$ cat config.mk
export PLATFORM = sky130hd
export DESIGN_NAME = cooler_mode_and_vent_controller_core_flat
export DESIGN_NICKNAME = d
export VERILOG_FILES = /design/src/rtl/cmvc_pkg.sv /design/src/rtl/cmvc_if.sv /design/src/rtl/cmvc_step.sv /design/src/rtl/cooler_mode_and_vent_controller_core.sv /design/src/flat_wrapper.sv
export SDC_FILE = /design/constraint.sdc
export NUM_CORES = 1
export LEC_CHECK = 0
export BUFFER_PORTS_ARGS = -buffer_cell sky130_fd_sc_hd__buf_2
export CORE_ASPECT_RATIO = 0.9
export CORE_UTILIZATION = 30
export DETAILED_ROUTE_END_ITERATION = 10
export GPL_TIMING_DRIVEN = 0
export MAX_ROUTING_LAYER = met4
export SLEW_MARGIN = 20
export SYNTH_ARGS = -nofsm -noshare
export SYNTH_HDL_FRONTEND = slang
export SYNTH_SLANG_ARGS = --single-unit
$ cat constraint.sdc
create_clock -name clk -period 4.6 [get_ports clk]
set_input_delay 0.23 -clock clk [delete_from_list [all_inputs] [get_ports clk]]
set_output_delay 0.23 -clock clk [all_outputs]
set_load 0.02 [all_outputs]
$ cat src/rtl/cmvc_pkg.sv
// Shared types and constants for the cooler mode and vent controller.
`timescale 1ns / 1ps

package cmvc_pkg;

    // Operating modes
    localparam logic [1:0] MODE_OFF   = 2'd0;
    localparam logic [1:0] MODE_IDLE  = 2'd1;
    localparam logic [1:0] MODE_RUN   = 2'd2;
    localparam logic [1:0] MODE_ERROR = 2'd3;

    // One-hot lamp codes
    localparam logic [3:0] LAMP_OFF   = 4'b1000;
    localparam logic [3:0] LAMP_IDLE  = 4'b0100;
    localparam logic [3:0] LAMP_RUN   = 4'b0001;
    localparam logic [3:0] LAMP_ERROR = 4'b0010;

    // Vent servo
    localparam logic [6:0] VENT_STEP = 7'd15;
    localparam logic [6:0] VENT_MAX  = 7'd90;

    // Joystick dead band edges
    localparam logic [9:0] JOY_OPEN_MAX  = 10'd412;
    localparam logic [9:0] JOY_CLOSE_MIN = 10'd612;

    // Register map (word index)
    localparam int         ADDR_W       = 4;
    localparam logic [1:0] REG_WATER_TH = 2'd0;
    localparam logic [1:0] REG_TEMP_TH  = 2'd1;
    localparam logic [1:0] REG_DEBOUNCE = 2'd2;

    // Register reset values
    localparam logic [9:0]         WATER_TH_RST = 10'd200;
    localparam logic signed [11:0] TEMP_TH_RST  = 12'sd700;
    localparam logic [15:0]        DEBOUNCE_RST = 16'd200;

    typedef struct packed {
        logic                button_level;
        logic [31:0]         now_ms;
        logic [9:0]          water_level;
        logic signed [11:0]  temperature;
        logic [9:0]          joystick_y;
    } sample_t;

    typedef struct packed {
        logic [1:0] mode;
        logic       fan_on;
        logic [6:0] vent_angle_out;
        logic [3:0] indicator;
    } result_t;

    typedef struct packed {
        logic [9:0]          water_th;
        logic signed [11:0]  temp_th;
        logic [15:0]         debounce_ms;
    } cfg_t;

    typedef struct packed {
        logic [1:0]  mode;
        logic        fan;
        logic [6:0]  vent_pos;
        logic [31:0] last_press_ms;
        logic        prev_button;
    } state_t;

endpackage

$ cat src/rtl/cmvc_if.sv
// Valid/ready channel interfaces for control ticks and status results.
`timescale 1ns / 1ps

interface cmvc_sample_if;
    logic               valid;
    logic               ready;
    logic               button_level;
    logic [31:0]        now_ms;
    logic [9:0]         water_level;
    logic signed [11:0] temperature;
    logic [9:0]         joystick_y;

    modport source (
        output valid, button_level, now_ms, water_level, temperature, joystick_y,
        input  ready
    );
    modport sink (
        input  valid, button_level, now_ms, water_level, temperature, joystick_y,
        output ready
    );
endinterface

interface cmvc_result_if;
    logic       valid;
    logic       ready;
    logic [1:0] mode;
    logic       fan_on;
    logic [6:0] vent_angle_out;
    logic [3:0] indicator;

    modport source (
        output valid, mode, fan_on, vent_angle_out, indicator,
        input  ready
    );
    modport sink (
        input  valid, mode, fan_on, vent_angle_out, indicator,
        output ready
    );
endinterface

$ cat src/rtl/cmvc_step.sv
// Next-state and result logic for one control tick.
`timescale 1ns / 1ps

module cmvc_step
    import cmvc_pkg::*;
(
    input  sample_t smp,
    input  cfg_t    cfg,
    input  state_t  cur,
    output state_t  nxt,
    output result_t res
);

    logic [31:0] elapsed;
    logic        press;
    logic        low_water;
    logic [1:0]  mode_btn;
    logic [3:0]  lamp;

    assign elapsed   = smp.now_ms - cur.last_press_ms;
    assign press     = smp.button_level && !cur.prev_button
                       && (elapsed > {16'd0, cfg.debounce_ms});
    assign low_water = smp.water_level < cfg.water_th;
    assign mode_btn  = press ? ((cur.mode == MODE_OFF) ? MODE_IDLE : MODE_OFF) : cur.mode;

    always_comb
    begin
        unique case (cur.mode)
            MODE_OFF:  lamp = LAMP_OFF;
            MODE_IDLE: lamp = LAMP_IDLE;
            MODE_RUN:  lamp = LAMP_RUN;
            default:   lamp = LAMP_ERROR;
        endcase
    end

    always_comb
    begin
        nxt               = cur;
        nxt.prev_button   = smp.button_level;
        nxt.mode          = mode_btn;
        if (press)
        begin
            nxt.last_press_ms = smp.now_ms;
        end

        // vent: open wins over close, held at the travel limits
        if (smp.joystick_y <= JOY_OPEN_MAX && cur.vent_pos < VENT_MAX)
        begin
            nxt.vent_pos = cur.vent_pos + VENT_STEP;
        end
        else if (smp.joystick_y >= JOY_CLOSE_MIN && cur.vent_pos != 7'd0)
        begin
            nxt.vent_pos = cur.vent_pos - VENT_STEP;
        end

        unique case (mode_btn)
            MODE_IDLE:
            begin
                if (low_water)
                begin
                    nxt.mode = MODE_ERROR;
                end
                else if ($signed(smp.temperature) > $signed(cfg.temp_th))
                begin
                    nxt.mode = MODE_RUN;
                end
            end
            MODE_RUN:
            begin
                nxt.fan = 1'b1;
                if (low_water)
                begin
                    nxt.mode = MODE_ERROR;
                end
                else if ($signed(smp.temperature) < $signed(cfg.temp_th))
                begin
                    nxt.fan  = 1'b0;
                    nxt.mode = MODE_IDLE;
                end
            end
            MODE_ERROR:
            begin
                if (smp.water_level > cfg.water_th)
                begin
                    nxt.mode = MODE_IDLE;
                end
            end
            default:
            begin
            end
        endcase
    end

    assign res.mode           = nxt.mode;
    assign res.fan_on         = nxt.fan;
    assign res.vent_angle_out = nxt.vent_pos;
    assign res.indicator      = lamp;

endmodule

$ cat src/rtl/cooler_mode_and_vent_controller_core.sv
// Top level of the cooler mode and vent controller: channels, registers, state.
`timescale 1ns / 1ps

// Cooler mode and vent controller. Each beat on the sample channel is one
// control tick (button level, ms time, water level, temperature, joystick);
// each tick yields exactly one beat on the result channel carrying the mode,
// fan drive, vent angle and the lamp of the mode held before the tick. The
// block takes one beat per cycle while the result channel is not stalled:
// a tick is registered on entry, the whole mode/vent/debounce update runs
// through combinational step logic, and the result is registered on exit,
// so a tick passes the input register and then the result register before
// its result is offered; the step logic feeding the state registers sets
// that rate. The user must write thresholds and the debounce window over
// the APB port only while no tick is in flight; the block does not check.
module cooler_mode_and_vent_controller_core
    import cmvc_pkg::*;
(
    input  logic                clk,
    input  logic                rst_n,
    // APB configuration port
    input  logic                psel,
    input  logic                penable,
    input  logic                pwrite,
    input  logic [ADDR_W-1:0]   paddr,
    input  logic [31:0]         pwdata,
    output logic [31:0]         prdata,
    output logic                pready,
    // channels
    cmvc_sample_if.sink         sample,
    cmvc_result_if.source       result
);

    cfg_t    cfg_reg;
    state_t  state_reg;
    state_t  state_next;
    sample_t sample_reg;
    logic    sample_valid_reg;
    result_t result_reg;
    result_t result_next;
    logic    result_valid_reg;
    logic    out_free;
    logic    step_fire;
    logic    cfg_wr;

    // ---------------- configuration registers ----------------
    assign pready = 1'b1;
    assign cfg_wr = psel && penable && pwrite && pready;

    always_ff @(posedge clk or negedge rst_n)
    begin
        if (!rst_n)
        begin
            cfg_reg.water_th    <= WATER_TH_RST;
            cfg_reg.temp_th     <= TEMP_TH_RST;
            cfg_reg.debounce_ms <= DEBOUNCE_RST;
        end
        else if (cfg_wr)
        begin
            unique case (paddr[3:2])
                REG_WATER_TH: cfg_reg.water_th    <= pwdata[9:0];
                REG_TEMP_TH:  cfg_reg.temp_th     <= pwdata[11:0];
                REG_DEBOUNCE: cfg_reg.debounce_ms <= pwdata[15:0];
                default:
                begin
                end
            endcase
        end
    end

    always_comb
    begin
        unique case (paddr[3:2])
            REG_WATER_TH: prdata = {22'd0, cfg_reg.water_th};
            REG_TEMP_TH:  prdata = {{20{cfg_reg.temp_th[11]}}, cfg_reg.temp_th};
            REG_DEBOUNCE: prdata = {16'd0, cfg_reg.debounce_ms};
            default:      prdata = 32'd0;
        endcase
    end

    // ---------------- pipeline control ----------------
    // The step fires when a tick sits in the input register and the output
    // register is empty or being drained this cycle.
    assign out_free     = !result_valid_reg || result.ready;
    assign step_fire    = sample_valid_reg && out_free;
    assign sample.ready = !sample_valid_reg || out_free;

    always_ff @(posedge clk or negedge rst_n)
    begin
        if (!rst_n)
        begin
            sample_valid_reg <= 1'b0;
        end
        else if (sample.ready)
        begin
            sample_valid_reg <= sample.valid;
        end
    end

    always_ff @(posedge clk)
    begin
        if (sample.valid && sample.ready)
        begin
            sample_reg.button_level <= sample.button_level;
            sample_reg.now_ms       <= sample.now_ms;
            sample_reg.water_level  <= sample.water_level;
            sample_reg.temperature  <= sample.temperature;
            sample_reg.joystick_y   <= sample.joystick_y;
        end
    end

    // ---------------- step logic ----------------
    cmvc_step u_step (
        .smp (sample_reg),
        .cfg (cfg_reg),
        .cur (state_reg),
        .nxt (state_next),
        .res (result_next)
    );

    always_ff @(posedge clk or negedge rst_n)
    begin
        if (!rst_n)
        begin
            state_reg.mode          <= MODE_OFF;
            state_reg.fan           <= 1'b0;
            state_reg.vent_pos      <= 7'd0;
            state_reg.last_press_ms <= 32'd0;
            state_reg.prev_button   <= 1'b0;
        end
        else if (step_fire)
        begin
            state_reg <= state_next;
        end
    end

    // ---------------- result register ----------------
    always_ff @(posedge clk or negedge rst_n)
    begin
        if (!rst_n)
        begin
            result_valid_reg <= 1'b0;
        end
        else if (out_free)
        begin
            result_valid_reg <= sample_valid_reg;
        end
    end

    always_ff @(posedge clk)
    begin
        if (step_fire)
        begin
            result_reg <= result_next;
        end
    end

    assign result.valid          = result_valid_reg;
    assign result.mode           = result_reg.mode;
    assign result.fan_on         = result_reg.fan_on;
    assign result.vent_angle_out = result_reg.vent_angle_out;
    assign result.indicator      = result_reg.indicator;

    // ---------------- assertions ----------------
    // vent never leaves its travel
    a_vent_range: assert property (@(posedge clk) disable iff (!rst_n)
        state_reg.vent_pos <= VENT_MAX)
        else $error("vent angle beyond travel");

    // fan only drops when running hands back to idle
    a_fan_off: assert property (@(posedge clk) disable iff (!rst_n)
        $fell(state_reg.fan) |-> state_reg.mode == MODE_IDLE)
        else $error("fan cleared outside running-to-idle");

    // state moves only on a step
    a_state_hold: assert property (@(posedge clk) disable iff (!rst_n)
        !step_fire |=> $stable(state_reg))
        else $error("state changed without a step");

    // leaving error for idle needs water above threshold
    a_err_exit: assert property (@(posedge clk) disable iff (!rst_n)
        (step_fire && state_reg.mode == MODE_ERROR && state_next.mode == MODE_IDLE)
        |-> sample_reg.water_level > cfg_reg.water_th)
        else $error("error exit without water");

endmodule

$ cat src/flat_wrapper.sv
// flat-port wrapper written by rule: the top's interface ports become plain ports
module cooler_mode_and_vent_controller_core_flat import cmvc_pkg::*;
  (clk, rst_n, psel, penable, pwrite, paddr, pwdata, prdata, pready, sample_valid, sample_button_level, sample_now_ms, sample_water_level, sample_temperature, sample_joystick_y, sample_ready, result_valid, result_mode, result_fan_on, result_vent_angle_out, result_indicator, result_ready);
  cmvc_sample_if sample_i ();
  cmvc_result_if result_i ();
  input  logic clk;
  input  logic rst_n;
  input  logic psel;
  input  logic penable;
  input  logic pwrite;
  input  logic [ADDR_W-1:0] paddr;
  input  logic [31:0] pwdata;
  output logic [31:0] prdata;
  output logic pready;
  input wire logic [$bits(sample_i.valid)-1:0] sample_valid;
  input wire logic [$bits(sample_i.button_level)-1:0] sample_button_level;
  input wire logic [$bits(sample_i.now_ms)-1:0] sample_now_ms;
  input wire logic [$bits(sample_i.water_level)-1:0] sample_water_level;
  input wire logic [$bits(sample_i.temperature)-1:0] sample_temperature;
  input wire logic [$bits(sample_i.joystick_y)-1:0] sample_joystick_y;
  output wire logic [$bits(sample_i.ready)-1:0] sample_ready;
  output wire logic [$bits(result_i.valid)-1:0] result_valid;
  output wire logic [$bits(result_i.mode)-1:0] result_mode;
  output wire logic [$bits(result_i.fan_on)-1:0] result_fan_on;
  output wire logic [$bits(result_i.vent_angle_out)-1:0] result_vent_angle_out;
  output wire logic [$bits(result_i.indicator)-1:0] result_indicator;
  input wire logic [$bits(result_i.ready)-1:0] result_ready;
  assign sample_i.valid = sample_valid;
  assign sample_i.button_level = sample_button_level;
  assign sample_i.now_ms = sample_now_ms;
  assign sample_i.water_level = sample_water_level;
  assign sample_i.temperature = sample_temperature;
  assign sample_i.joystick_y = sample_joystick_y;
  assign sample_ready = sample_i.ready;
  assign result_valid = result_i.valid;
  assign result_mode = result_i.mode;
  assign result_fan_on = result_i.fan_on;
  assign result_vent_angle_out = result_i.vent_angle_out;
  assign result_indicator = result_i.indicator;
  assign result_i.ready = result_ready;
  cooler_mode_and_vent_controller_core u_core (.clk(clk), .rst_n(rst_n), .psel(psel), .penable(penable), .pwrite(pwrite), .paddr(paddr), .pwdata(pwdata), .prdata(prdata), .pready(pready), .sample(sample_i), .result(result_i));
endmodule
# --- Word-level counts from Yosys, hierarchy flattened ---
# Cells that the tools add are included.
totals:
  ff_bits: 162
  output_inout_bits: 49
  input_bits: 108
  elab_cells: 71
classes:
  n_eq_ne: 7
  add_sub_neg: 3
  magnitude_cmp: 8
  reduce_logical: 20
  n_mux: 14
op_table:
  columns: ["op", "count"]
  rows:
  - ["$pmux 32 s3", 1]
  - ["$gt 32x16->1", 1]
  - ["$sub 32x32->32", 1]
  - ["$mux 7", 2]
  - ["$gt 12x12->1", 1]
  - ["$lt 12x12->1", 1]
  - ["$pmux 4 s3", 1]
  - ["$ge 10x10->1 const B", 1]
  - ["$gt 10x10->1", 1]
  - ["$le 10x9->1 const B", 1]
  - ["$lt 10x10->1", 1]
  - ["$mux 2", 5]
  - ["$eq 2x2->1 const B", 4]
  - ["$logic_and 1x1->1", 8]
  - ["$reduce_and 2->1", 4]
  - ["$add 7x4->7 const B", 1]
  - ["$lt 7x7->1 const B", 1]
  - ["$reduce_bool 7->1", 1]
  - ["$sub 7x4->7 const B", 1]
  - ["$eq 2x1->1 const B", 3]
  - ["$pmux 2 s3", 1]
  - ["$logic_not 2->1", 2]
  - ["$logic_not 1->1", 3]
  - ["$mux 1", 3]
  - ["other kinds (2)", 3]

# --- Depth between registers and ports, before layout ---
depth:
  ltp_word: 7
  ltp_mapped: 24
  depth_no_buf: 23

# --- Modules after synthesis ---
# From an unflattened synthesis, not the netlist that was laid out.
hier_totals:
  cells_unflattened: 890
  hier_area_um2: 10035.9
modules_own_cells:
  columns: ["mod", "cells_per_inst", "area_per_inst_um2", "n_inst", "seq_area_each_um2"]
  rows:
  - ["cooler_mode_and_vent_controller_core", 321, 5906.9, 1, 4464.3]
  - ["cmvc_step", 569, 4129.0, 1, 0.0]

# --- Worst setup path after synthesis ---
# No wires, ideal clock.
synth_timing:
  path_type: "register to register"
  start: "reg u_core.sample_reg[36] (netlist name)"
  end: "reg u_core.result_reg (netlist bit u_core.result.fan_on), data pin"
  setup_slack_ns: -0.009
  arrival_ns: 4.349
  setup_time_ns: 0.260
  synth_period_minus_slack_ns: 4.609
  path_stages_with_launch: 23
  path_buffers: 0
  t_required_ns: 4.340
  path_cell_list: "edfxtp_1 ha_1 a21o_1 a31o_1 o21a_1 a221o_1 nand3_1 nand2_1 a21oi_1 nor2_1 nor2_1 xnor2_1 ha_1 nand4_1 nor2_1 a221o_1 a211oi_1 a21oi_1 a211oi_1 and4_1 nand4_4 a21oi_1 mux2_2"
synth_lines:
  columns: ["element", "line_no", "rtl"]
  rows:
  - ["start: declaration", "cooler_mode_and_vent_controller_core.sv:36", "sample_t sample_reg;"]
  - ["end signal: assignment", "cooler_mode_and_vent_controller_core.sv:153", "result_reg <= result_next;"]
  - ["end: declaration", "cooler_mode_and_vent_controller_core.sv:38", "result_t result_reg;"]

==> metrics.md <==
| Metric | Value |
|---|---|
| Worst setup startpoint | `u_core.sample_reg[33]` |
| Setup slack after layout | `-0.2974 ns` |
| Register area share after synthesis | `47.57%` |
| Max reg flops | `65` |
| Power Total | `6.275 mW` |
| Hold crit path type | `in -> reg` |
| Share of cells above drive strength 1 | `26.53%` |
| XOR/XNOR Fraction of Synth Area | `2.613%` |
| Critical Path, Cell by Cell | `ha_1 > nor2b_4 > o2111a_1 > o21a_1 > a221o_2 > nand3_2 > nand2_2 > a21oi_2 > nor2_1 > nor2_1 > xnor2_1 > ha_1 > nand4_1 > nor2_1 > a221o_1 > a211oi_2 > a21oi_2 > a211oi_2 > and4_1 > nand4_4 > buf_4 > a21oi_2 > mux2_4` |
| Hold Path End | `u_core.cfg_reg[15]` |
| Chip Width | `188.4 um` |
| CP top delay family | `compound AO/OA/AOI/OAI gates` |
| Antenna diodes | `0` |
| Gr usage total | `15.83%` |
| Synth warn | `0` |
| Final non-filler cell total | `1555` |
| Most frequent cells in the layout | `138 x buf_2, 96 x nand2_1, 84 x inv_1, 79 x edfxtp_1` |
| Multi-input gate area | `0.004553 mm2` |
| Status | `complete, but fails checks` |
| Area share of the largest cell type after synthesis | `25.28%` |
| Core Box Area | `0.03083 mm2` |
| Register area | `0.004464 mm2` |
| R2R Path End | `u_core.result.fan_on` |
| Worst R2R Setup Slack | `-0.30 ns` |
| Power per Cell Area | `507.1 mW/mm2` |
| First-pass GRT wire length | `38560 um` |
| Number of routed nets with antenna violations | `0` |
| DR pass1 iterations | `6` |
| Primary FF master, synth | `edfxtp_1` |
| Fillers | `3029` |
| Hold-critical path depth | `3` |
| DRC violations left | `0` |
| H-tree levels | `4` |
| Critical path class | `reg -> reg` |
| Synth top area cells | `edfxtp_1 25%, dfrtp_1 19%, ha_1 9.6%` |
| GPL Wtd Cong | `0.8551` |
| Root Driver | `clkbuf_16` |
| Commonest non-fill, non-tap cell in the layout | `buf_2` |
| Global route overflow | `0` |
| Yosys reg bits | `162` |
| Post-layout util | `40.13%` |
| Largest family of logic cells by synthesized area | `compound AO/OA/AOI/OAI gates` |
| Max-cap violations | `0` |
| Average wire per standard cell | `15.31 um` |
| Clock Path Buffers | `2` |
| Buf/Inv on CP | `1` |
| Post-synth EDFFs | `79` |
| CP Launch Type | `register` |
| Compound-gate portion of the synthesized area | `14.89%` |
| Netlist cell types | `74` |
| Final hold violation count | `0` |
| Synthesized instance count | `885` |
| Slew headroom | `42.98%` |
| HPWL after DPL | `17220 um` |
| Worst EP arrival | `5.08 ns` |
| 1st-iter DRT viols | `379` |
| Full die area | `0.03199 mm2` |
| Post-Synthesis Cell Area | `0.009384 mm2` |
| Slowest cell on crit path | `edfxtp_1` |
| Vias in the first global route | `7294` |
| Fin Clk Skew | `0.01586 ns` |
| Top Ports | `157` |
| RSZ-0062 raised after global routing | `yes` |
| Cells on worst reg2reg path | `23` |
| Leak | `5.599 nW` |
| DR vias | `7327` |
| Peak VDD IR | `274.7 uV` |
| Post-synthesis mux area share | `7.467%` |
| Synth Area in Simple Gates | `11.35%` |
| Peak Freq | `0.2042 GHz` |
| Area Growth Syn to Fin | `31.87%` |
| Routed WL | `23810 um` |
| Cell Area, Placed | `0.01065 mm2` |
| Via/cell ratio | `4.712` |
| Mean Syn Cell Area | `10.60 um2` |
| CTS tree | `done` |
| CTS Sinks | `162` |
| Initial antenna violation count | `0` |
| Crit. End Element | `register` |
| Hold Crit Start | `pwdata[15]` |
| CP required | `4.79 ns` |
| Initial Util | `30.43%` |
| FF-to-FF Start | `u_core.sample_reg[33]` |
| Clock Pin Slew Worst Setup and Hold Paths | `0.08 ns` |
| Failing checks | `negative setup slack` |
| Final Max Slew Viols | `0` |
| CP Max Fanout | `4` |
| # rows | `61` |
| Fin nets | `1314` |
| Final Critical Period | `4.897 ns` |
| Async SR Flop Fraction | `51.23%` |
| Final critical-path share of the clock period | `106.5%` |
| Synth Area in Adders | `9.813%` |
| Finished Cell Area | `0.01237 mm2` |
| Total CTS buffers | `17` |
| Worst stage delay on the critical path | `0.45 ns` |
| Syn Nets | `1066` |
| Worst-margin pin slew | `0.8537 ns` |
| Clock Latency Late Sink | `0.44 ns` |
| Final Setup Violations | `38` |
| # port buffers | `136` |
| Die Span Y | `169.8 um` |
| Post-synth top area cell | `edfxtp_1` |
| Post-placement cell count | `1433` |
| Pin count of the biggest net entering global routing | `62` |
synth_stat cells (all sizes together), types with 5 or more instances:
cell type / count
nand2: 97
inv: 84
edfxtp: 79
ha: 72
dfrtp: 71
o21ai: 61
a21oi: 49
mux2: 48
nor2: 33
clkbuf: 26
buf: 23
xnor2: 22
nand4: 18
a21o: 16
mux2i: 16
o21a: 15
nand3: 13
dfstp: 12
nor2b: 11
a211oi: 8
nand2b: 8
nor3: 6
xor2: 6
a31oi: 5
o211a: 5
o21bai: 5
cell families after synthesis:
kind of cell,after synthesis
buffers and inverters,133
other,1
XOR/XNOR,28
flip-flops,162
multiplexers,64
AO/OA/AOI/OAI,209
adder cells (fa/ha/maj),73
AND/OR/NAND/NOR,215
final cells by class:
| class | count | share of cell area (%) |
|---|---|---|
| Buffer | 48 | 2.214 |
| Clock buffer | 18 | 3.640 |
| Multi-Input combinational cell | 590 | 36.79 |
| Inverter | 84 | 2.548 |
| Clock inverter | 14 | 1.375 |
| Tap cell | 409 | 4.135 |
| Sequential cell | 162 | 36.08 |
| Timing Repair Buffer | 230 | 13.22 |
timing repair:
item,CTS,global route
gates cloned,1,1
buffers inserted,14,6
pin swaps,15,16
endpoints found under the setup margin,38,38
hold endpoints to repair,105,0
hold buffers,71,0
gates resized for setup,43,15
stage by stage:
step / setup TNS [ns] / setup WS, ns / hold slack, ns
3_3_place_gp: -24.07 / -0.6992 / 0.4079
5_1_grt: -17.37 / -0.4831 / 0.02030
3_5_place_dp: -24.51 / -0.7154 / 0.1170
6_report: -9.681 / -0.2974 / 0.02657
4_1_cts: -9.996 / -0.3287 / 0.003718
2_1_floorplan: 0 / 0.02211 / -0.06559
worst register-to-register path, delay by kind of cell (launching register included):
kind                       cells  cell delay, ns
AOI/OAI and AO/OA              9            1.87
and+or+nand+nor                9            1.05
adders and majority gates      2            0.61
DFF                            1            0.45
muxes                          1            0.31
buffers and inverters          1            0.20
xor gates and xnor gates       1            0.16
routing by layer:
metal	wire length, um	global-route usage (%)	vias to the layer above
met5	0	-	-
met4	207	3.121	0
met3	882	2.978	15
met2	10670	24.27	155
met1	12040	21.79	3487
li1	-	-	3670
power breakdown:
part,switching (mW),leakage [nW],internal [mW]
logic,1.54,3.56,1.21
clock network,0.713,0.305,0.773
registers,0.169,1.73,1.87
how the worst max path moves through the flow:
stage                                 endpoint  cells past startpoint  slack [ns]
after detailed placement  u_core.state_reg[28]                     23       -0.72
final                     u_core.result.fan_on                     23       -0.30
after global routing      u_core.result.fan_on                     23       -0.48
after global placement    u_core.state_reg[24]                     23       -0.70
after floorplan           u_core.result.fan_on                     22        0.02
after CTS                 u_core.state_reg[13]                     24       -0.33
No activity file was read; power rests on OpenSTA's default activity.
